--- src/rtl/mrrt_pkg.sv ---
package mrrt_pkg;

	// Table geometry.
	localparam int TABLE_ENTRIES = 16;
	localparam int COUNT_BITS    = 16;
	localparam int ADDR_BITS     = 48;
	localparam int IDX_BITS      = (TABLE_ENTRIES > 1) ? $clog2(TABLE_ENTRIES) : 1;

	// Widths of the result ports.
	localparam int STATUS_BITS   = 3;
	localparam int OUT_IDX_BITS  = 4;
	localparam int OUT_CNT_BITS  = 16;

	// Request kinds.
	localparam logic REQ_ADD     = 1'b0;
	localparam logic REQ_RELEASE = 1'b1;

	// Result status codes.
	typedef enum logic [STATUS_BITS-1:0] {
		ST_NEW     = 3'd0,
		ST_RAISED  = 3'd1,
		ST_LOWERED = 3'd2,
		ST_FREED   = 3'd3,
		ST_MISS    = 3'd4,
		ST_FULL    = 3'd5
	} status_t;

	// Sequencer states.
	typedef enum logic [1:0] {
		S_IDLE,
		S_SCAN,
		S_TAIL,
		S_DECIDE
	} state_t;

	// One table entry as held in the memory.
	typedef struct packed {
		logic [ADDR_BITS-1:0]  lower;
		logic [ADDR_BITS-1:0]  upper;
		logic [COUNT_BITS-1:0] count;
	} entry_t;

endpackage

--- src/rtl/multicast_range_refcount_table.sv ---
// Reference-counted multicast address range table. A request is taken when
// start is high and busy is low; busy then stays high while the block scans
// its entry memory one slot per cycle, and exactly one result appears on
// status, entry_index and use_count with done high for a single cycle, which
// the receiver must take since it cannot stall. The scan walks through the
// entry memory over its single read port, and a new request may be accepted
// in the cycle that shows the result. The table is empty right after reset
// and needs no clearing pass.
module multicast_range_refcount_table import mrrt_pkg::*; (
	input  logic                     clk,
	input  logic                     arst_n,
	input  logic                     start,
	output logic                     busy,
	input  logic                     req_type,
	input  logic                     single_address,
	input  logic [ADDR_BITS-1:0]     lower_addr,
	input  logic [ADDR_BITS-1:0]     upper_addr,
	output logic                     done,
	output logic [STATUS_BITS-1:0]   status,
	output logic [OUT_IDX_BITS-1:0]  entry_index,
	output logic [OUT_CNT_BITS-1:0]  use_count
);

	localparam logic [COUNT_BITS-1:0] COUNT_MAX = {COUNT_BITS{1'b1}};
	localparam logic [IDX_BITS-1:0]   LAST_IDX  = IDX_BITS'(TABLE_ENTRIES - 1);

	state_t state_q, state_d;

	// Latched request.
	logic                  rel_q;
	logic [ADDR_BITS-1:0]  lo_q;
	logic [ADDR_BITS-1:0]  hi_q;

	// Scan address and compare stage.
	logic [IDX_BITS-1:0]   scan_idx_q;
	logic                  cmp_vld_s1;
	logic [IDX_BITS-1:0]   cmp_idx_s1;
	entry_t                rd_s1;

	// Search results.
	logic                  hit_found_q;
	logic [IDX_BITS-1:0]   hit_idx_q;
	logic [COUNT_BITS-1:0] hit_cnt_q;
	logic                  free_found_q;
	logic [IDX_BITS-1:0]   free_idx_q;

	// Entry memory and valid bits.
	entry_t                mem [TABLE_ENTRIES];
	logic [TABLE_ENTRIES-1:0] valid_q;

	// Decision outputs.
	logic                  accept;
	logic                  cmp_match;
	logic                  mem_we;
	logic [IDX_BITS-1:0]   tgt_idx;
	logic [COUNT_BITS-1:0] new_cnt;
	logic                  set_valid;
	logic                  clr_valid;
	status_t               res_status;
	logic                  res_has_slot;
	logic [IDX_BITS+OUT_IDX_BITS-1:0]   idx_ext;
	logic [COUNT_BITS+OUT_CNT_BITS-1:0] cnt_ext;

	assign accept = start && (state_q == S_IDLE);
	assign busy   = (state_q != S_IDLE);

	// Entry read at the compare stage matches the request range.
	assign cmp_match = valid_q[cmp_idx_s1] && (rd_s1.lower == lo_q) && (rd_s1.upper == hi_q);

	// Sequencer next state.
	always_comb begin
		state_d = state_q;
		unique case (state_q)
			S_IDLE: begin
				if (start) begin
					state_d = S_SCAN;
				end
			end
			S_SCAN: begin
				if (scan_idx_q == LAST_IDX) begin
					state_d = S_TAIL;
				end
			end
			S_TAIL:   state_d = S_DECIDE;
			S_DECIDE: state_d = S_IDLE;
			default:  state_d = S_IDLE;
		endcase
	end

	always_ff @(posedge clk or negedge arst_n) begin
		if (!arst_n) begin
			state_q <= S_IDLE;
		end else begin
			state_q <= state_d;
		end
	end

	// Request latch.
	always_ff @(posedge clk) begin
		if (accept) begin
			rel_q <= req_type;
			lo_q  <= lower_addr;
			hi_q  <= single_address ? lower_addr : upper_addr;
		end
	end

	// Scan address counter and compare stage control.
	always_ff @(posedge clk or negedge arst_n) begin
		if (!arst_n) begin
			scan_idx_q <= '0;
			cmp_vld_s1 <= 1'b0;
			cmp_idx_s1 <= '0;
		end else begin
			cmp_vld_s1 <= (state_q == S_SCAN);
			cmp_idx_s1 <= scan_idx_q;
			if (accept) begin
				scan_idx_q <= '0;
			end else if (state_q == S_SCAN && scan_idx_q != LAST_IDX) begin
				scan_idx_q <= scan_idx_q + 1'b1;
			end
		end
	end

	// First hit and lowest free slot, gathered as the scan goes by.
	always_ff @(posedge clk or negedge arst_n) begin
		if (!arst_n) begin
			hit_found_q  <= 1'b0;
			free_found_q <= 1'b0;
		end else if (accept) begin
			hit_found_q  <= 1'b0;
			free_found_q <= 1'b0;
		end else if (cmp_vld_s1) begin
			if (cmp_match && !hit_found_q) begin
				hit_found_q <= 1'b1;
			end
			if (!valid_q[cmp_idx_s1] && !free_found_q) begin
				free_found_q <= 1'b1;
			end
		end
	end

	always_ff @(posedge clk) begin
		if (cmp_vld_s1) begin
			if (cmp_match && !hit_found_q) begin
				hit_idx_q <= cmp_idx_s1;
				hit_cnt_q <= rd_s1.count;
			end
			if (!valid_q[cmp_idx_s1] && !free_found_q) begin
				free_idx_q <= cmp_idx_s1;
			end
		end
	end

	// Decision: new count, write-back and result code.
	always_comb begin
		mem_we       = 1'b0;
		tgt_idx      = hit_idx_q;
		new_cnt      = hit_cnt_q;
		set_valid    = 1'b0;
		clr_valid    = 1'b0;
		res_status   = ST_MISS;
		res_has_slot = 1'b0;
		if (state_q == S_DECIDE) begin
			if (rel_q == REQ_ADD) begin
				if (hit_found_q) begin
					if (hit_cnt_q != COUNT_MAX) begin
						new_cnt = hit_cnt_q + 1'b1;
					end
					mem_we       = 1'b1;
					res_status   = ST_RAISED;
					res_has_slot = 1'b1;
				end else if (free_found_q) begin
					tgt_idx      = free_idx_q;
					new_cnt      = COUNT_BITS'(1);
					mem_we       = 1'b1;
					set_valid    = 1'b1;
					res_status   = ST_NEW;
					res_has_slot = 1'b1;
				end else begin
					res_status   = ST_FULL;
				end
			end else begin
				if (hit_found_q) begin
					if (hit_cnt_q != '0) begin
						new_cnt = hit_cnt_q - 1'b1;
					end
					mem_we       = 1'b1;
					res_has_slot = 1'b1;
					if (new_cnt == '0) begin
						clr_valid  = 1'b1;
						res_status = ST_FREED;
					end else begin
						res_status = ST_LOWERED;
					end
				end else begin
					res_status = ST_MISS;
				end
			end
		end
	end

	// Entry memory: one read port for the scan, one write port for write-back.
	always_ff @(posedge clk) begin
		if (mem_we) begin
			mem[tgt_idx] <= '{lower: lo_q, upper: hi_q, count: new_cnt};
		end
		rd_s1 <= mem[scan_idx_q];
	end

	// Valid bits.
	always_ff @(posedge clk or negedge arst_n) begin
		if (!arst_n) begin
			valid_q <= '0;
		end else if (set_valid) begin
			valid_q[tgt_idx] <= 1'b1;
		end else if (clr_valid) begin
			valid_q[tgt_idx] <= 1'b0;
		end
	end

	// Result registers; slot and count are cut or padded to the port widths.
	assign idx_ext = {{OUT_IDX_BITS{1'b0}}, tgt_idx};
	assign cnt_ext = {{OUT_CNT_BITS{1'b0}}, new_cnt};

	always_ff @(posedge clk or negedge arst_n) begin
		if (!arst_n) begin
			done <= 1'b0;
		end else begin
			done <= (state_q == S_DECIDE);
		end
	end

	always_ff @(posedge clk) begin
		if (state_q == S_DECIDE) begin
			status      <= res_status;
			entry_index <= res_has_slot ? idx_ext[OUT_IDX_BITS-1:0] : '0;
			use_count   <= (res_has_slot && res_status != ST_FREED) ?
				cnt_ext[OUT_CNT_BITS-1:0] : '0;
		end
	end

endmodule

--- config.mk ---
export PLATFORM = sky130hd
export DESIGN_NAME = multicast_range_refcount_table
export DESIGN_NICKNAME = d
export VERILOG_FILES = /design/src/rtl/mrrt_pkg.sv /design/src/rtl/multicast_range_refcount_table.sv
export SDC_FILE = /design/constraint.sdc
export NUM_CORES = 2
export LEC_CHECK = 0
export ABC_AREA = 1
export ABC_CLOCK_PERIOD_IN_PS = 15000
export BUFFER_PORTS_ARGS = -buffer_cell sky130_fd_sc_hd__buf_2
export CAP_MARGIN = 40
export CORE_MARGIN = 4
export CORE_UTILIZATION = 40
export DETAILED_ROUTE_END_ITERATION = 7
export PLACE_DENSITY = 0.52
export SKIP_CTS_REPAIR_TIMING = 1
export SLEW_MARGIN = 20
export SYNTH_ARGS = -nofsm -noshare
export SYNTH_HDL_FRONTEND = slang
export SYNTH_SLANG_ARGS = --single-unit
--- constraint.sdc ---
create_clock -name clk -period 15 [get_ports clk]
set_clock_uncertainty 0.1 [all_clocks]
set_input_delay 0.75 -clock clk [delete_from_list [all_inputs] [get_ports clk]]
set_output_delay 0.75 -clock clk [all_outputs]
set_load 0.05 [all_outputs]
==> impl_metrics.tcl <==
set metrics [dict create \
    io_buffers 125 \
    min_to "lo_q[45]$_DFFE_PP_" \
    synth_top_family_by_area "compound AO/OA/AOI/OAI gates" \
    clk_path_buf_depth 3 \
    min_period_ps 5060 \
    synth-compound-area-share_pct 10.7 \
    hp-class "input port to register" \
    async_reset_ff_share_pct 1.44 \
    critical_path.most_common_cell "buf_4" \
    synth_warnings 0 \
    wirelength_um 243000 \
    synthAdderAreaFrac_pct 0.138 \
    clk_pin_slew_ps 60 \
    core_um2 202000 \
    period_share_pct 33.7 \
    synth_edf_count 1936 \
    hold_violations 0 \
    first_iter_violations 5157 \
    synth_simple_gate_area_share_pct 10.2 \
    boundaryPins 126 \
    slew_headroom_pct 13.9 \
    critPathMaxStageDelay_ps 660 \
    cp_num_buf_inv 7 \
    dp_slack_ps 9700 \
    switching_power_mw 5.97 \
    dr_wl_met2_um 114000 \
    syn_area_per_cell_um2 13.0 \
    muxShareOfSynthArea_pct 0.714 \
    fin_ws_ps 9940 \
    setup_viol 0 \
    clock_latency_ps 860 \
    p_comb_share_pct 26.8 \
    p_per_area_nw_per_um2 186 \
    start_util_pct 40.2 \
    die_h_um 459 \
    ant_nets 0 \
    reg2reg_to "mem[13][55]$_DFFE_PP_" \
    critPathSlowestCell "buf_4" \
    vdd_drop_max_v 0.000186 \
    vias_per_cell 5.65 \
    numCtsBuffers 215 \
    p_leak_nw 30.7 \
    synth-xor-area-share_pct 0.355 \
    cts_tree "yes" \
    grt_pass1_vias 49283 \
    holdPathStages 1 \
    reg2reg_depth 14 \
    p_int_mw 11.4 \
    antenna_found_initial 4 \
    die_area_um2 211000 \
    status "finished, final reports clean" \
    route.detailed.drc 0 \
    cp-end-kind "register" \
    drive_gt1_share_pct 11.3 \
    via_count 52152 \
    worstMarginPinSlew_ps 1290 \
    crit_arrival_ps 5400 \
    met1_length_um 106000 \
    ys_ff_latch 2078 \
    netlist_instances 6244 \
    grt_setup_unrepaired "no" \
    grt_usage_pct 22.5 \
    drt-pass1-iter-count 5 \
    fmax_mhz 198 \
    critPathLaunchType "register" \
    row_count 165 \
    wl_met3_um 14300 \
    wire_per_inst_um 26.3 \
    finalSetupTns_ps 0 \
    clock-sinks 2078 \
    crit_chain "ha_2 > inv_2 > nor2_2 > nand2_2 > inv_2 > or2_2 > o21ai_1 > inv_1 > nand2_1 > nor3_2 > buf_4 > buf_4 > buf_16 > buf_4" \
    power_mw 17.3 \
    fin_hold_ws_ps 36.9 \
    critPathTopFamily "buffers and inverters" \
    dominantRegCellSynth "edfxtp_1" \
    clkPwrFrac_pct 30.6 \
    hold_start "lower_addr[45]" \
    cp_max_fo 38 \
    slew_violations 0 \
    grt.overflow.total 0 \
    critPathRequiredTime_ps 15340 \
    fin_nets 6477 \
    place.gp.congestion 0.900 \
    die_width_um 459 \
    regToRegStartpoint "state_q[0]$_DFFE_PN0P_" \
    r2r_slack_ps 9940 \
    path_class "register to register" \
    clockRootBuffer "clkbuf_16" \
    dp_hpwl_um 129000 \
    synth_fp_nets 6354 \
    p_seq_share_pct 42.6 \
    grt_max_degree 217 \
    drv_cap 0 \
    netlist_area_um2 81300 \
    synth_cell_types 46 \
    seq_area_frac_synth_pct 75.1 \
    area_growth_pct 14.5 \
    routed.top_layer "met4" \
    htreeDepth 4 \
    switching_share_pct 34.5 \
    grt_pass1_wl_um 350000 \
]
## power groups by stage
stage               clock, mW  sequential [mW]  combinational [mW]
finish                   5.31             7.38                4.64
global route             5.65             7.42                5.09
CTS                      5.40             7.39                4.56
detailed placement          0             7.51                4.55
global placement            0             7.51                4.40
floorplan                   0             7.38                2.90
## synth_stat cells (8+ instances only)
| cell type | instances | area (um^2) |
|---|---|---|
| a21oi_1 | 12 | 60.1 |
| o21ai_0 | 940 | 4700 |
| edfxtp_1 | 1936 | 58100 |
| clkbuf_1 | 328 | 1230 |
| inv_1 | 188 | 706 |
| nand3_1 | 224 | 1120 |
| dfrtp_1 | 30 | 751 |
| or2_2 | 52 | 325 |
| nor2_1 | 1029 | 3860 |
| o211ai_1 | 60 | 450 |
| o221ai_1 | 178 | 1560 |
| nand2_2 | 9 | 56.3 |
| dfxtp_1 | 112 | 2240 |
| o21ai_1 | 9 | 45.0 |
| o22ai_1 | 282 | 1760 |
| buf_1 | 11 | 41.3 |
| xor2_1 | 26 | 228 |
| nand4_1 | 70 | 438 |
| mux2_2 | 48 | 541 |
| inv_2 | 11 | 41.3 |
| ha_1 | 9 | 113 |
| nand2_1 | 537 | 2020 |
| nor3_1 | 45 | 225 |
| nor2_4 | 8 | 90.1 |
| buf_2 | 36 | 180 |
## worst reg2reg max path: stages (launching register included)
cell and delay (ps):
dfrtp_1 380, ha_2 460, inv_2 180, nor2_2 220, nand2_2 150, inv_2 290
or2_2 170, o21ai_1 110, inv_1 110, nand2_1 230, nor3_2 190, buf_4 660
buf_4 380, buf_16 300, buf_4 690
## cell families (layout without fill, tap and decap cells)
kind of cell / after synthesis / after routing
flip-flops: 2078 / 2078
AND/OR/NAND/NOR: 1995 / 1995
AO/OA/AOI/OAI: 1492 / 1492
buffers and inverters: 585 / 899
multiplexers: 52 / 52
XOR/XNOR: 33 / 33
adder cells (fa/ha/maj): 9 / 9
other: 0 / 1
## flip-flops by register name, indices dropped and copies added (netlist names), named ones only
signal,cells
status,3
state_q,2
mem,1792
lo_q,48
done,1
use_count,16
free_found_q,1
entry_index,4
hi_q,48
free_idx_q,4
scan_idx_q,4
cmp_idx_s1,4
rel_q,1
hit_idx_q,4
rd_s1,112
cmp_vld_s1,1
hit_found_q,1
hit_cnt_q,16
## area by class of cell
class | count | area [um^2]
fill | 18000 | 109000
sequential | 2078 | 61100
multi-input combinational | 3581 | 18000
clock buffer | 321 | 6170
tap | 2672 | 3340
timing repair buffer | 289 | 2750
clock inverter | 87 | 938
inverter | 202 | 791
antenna | 1 | 2.50
## layer usage
layer | vias up | GRT usage, %
met3 | 390 | 2.80
met2 | 1824 | 35.6
met4 | 0 | 8.08
met5 | - | 0
met1 | 26612 | 32.1
li1 | 23326 | -
## placed cells by master, fill, tap and decap left out, types with 8 or more instances in the layout
| master | netlist | routed |
|---|---|---|
| nor2_4 | 8 | 9 |
| a21oi_1 | 12 | 12 |
| o21ai_1 | 9 | 9 |
| buf_2 | 36 | 124 |
| or2_2 | 52 | 52 |
| buf_16 | 0 | 24 |
| inv_2 | 11 | 10 |
| buf_12 | 0 | 24 |
| nand2_2 | 9 | 9 |
| dfrtp_1 | 30 | 27 |
| o221ai_1 | 178 | 178 |
| clkbuf_1 | 328 | 68 |
| inv_1 | 188 | 185 |
| nand3_1 | 224 | 224 |
| nand2_1 | 537 | 537 |
| clkinv_1 | 3 | 28 |
| mux2_2 | 48 | 48 |
| nor3_1 | 45 | 29 |
| nand4_1 | 70 | 70 |
| clkbuf_16 | 0 | 216 |
| nor3_2 | 0 | 16 |
| ha_1 | 9 | 8 |
| o21ai_0 | 940 | 940 |
| clkbuf_8 | 0 | 37 |
| buf_4 | 5 | 81 |
| clkinv_2 | 0 | 26 |
| nor2_1 | 1029 | 1027 |
| dfxtp_1 | 112 | 112 |
| edfxtp_1 | 1936 | 1936 |
| bufinv_16 | 0 | 11 |
| o211ai_1 | 60 | 60 |
| o22ai_1 | 282 | 282 |
| xor2_1 | 26 | 26 |
| dlygate4sd3_1 | 0 | 31 |
## stage by stage
step	area [um^2]	util (%)	cells
2_1_floorplan	81300	-	6244
3_3_place_gp	84800	41.9	8747
3_5_place_dp	85400	42.2	8776
4_1_cts	92500	45.7	9184
5_1_grt	93200	46.0	9230
6_report	93200	46.0	9231
## worst max path at each step
stage                     cells after the start              startpoint                    end  slack [ps]
after floorplan                              11  state_q[0]$_DFFE_PN0P_   mem[15][0]$_DFFE_PP_        4300
after global placement                       13  state_q[0]$_DFFE_PN0P_   mem[4][30]$_DFFE_PP_        9300
after detailed placement                     13  state_q[0]$_DFFE_PN0P_  mem[13][80]$_DFFE_PP_        9700
after CTS                                    13  state_q[0]$_DFFE_PN0P_  mem[13][55]$_DFFE_PP_        9660
after global routing                         14  state_q[1]$_DFFE_PN0P_  mem[13][55]$_DFFE_PP_        9680
final                                        14  state_q[0]$_DFFE_PN0P_  mem[13][55]$_DFFE_PP_        9940
(Power assumes the default switching activity.)
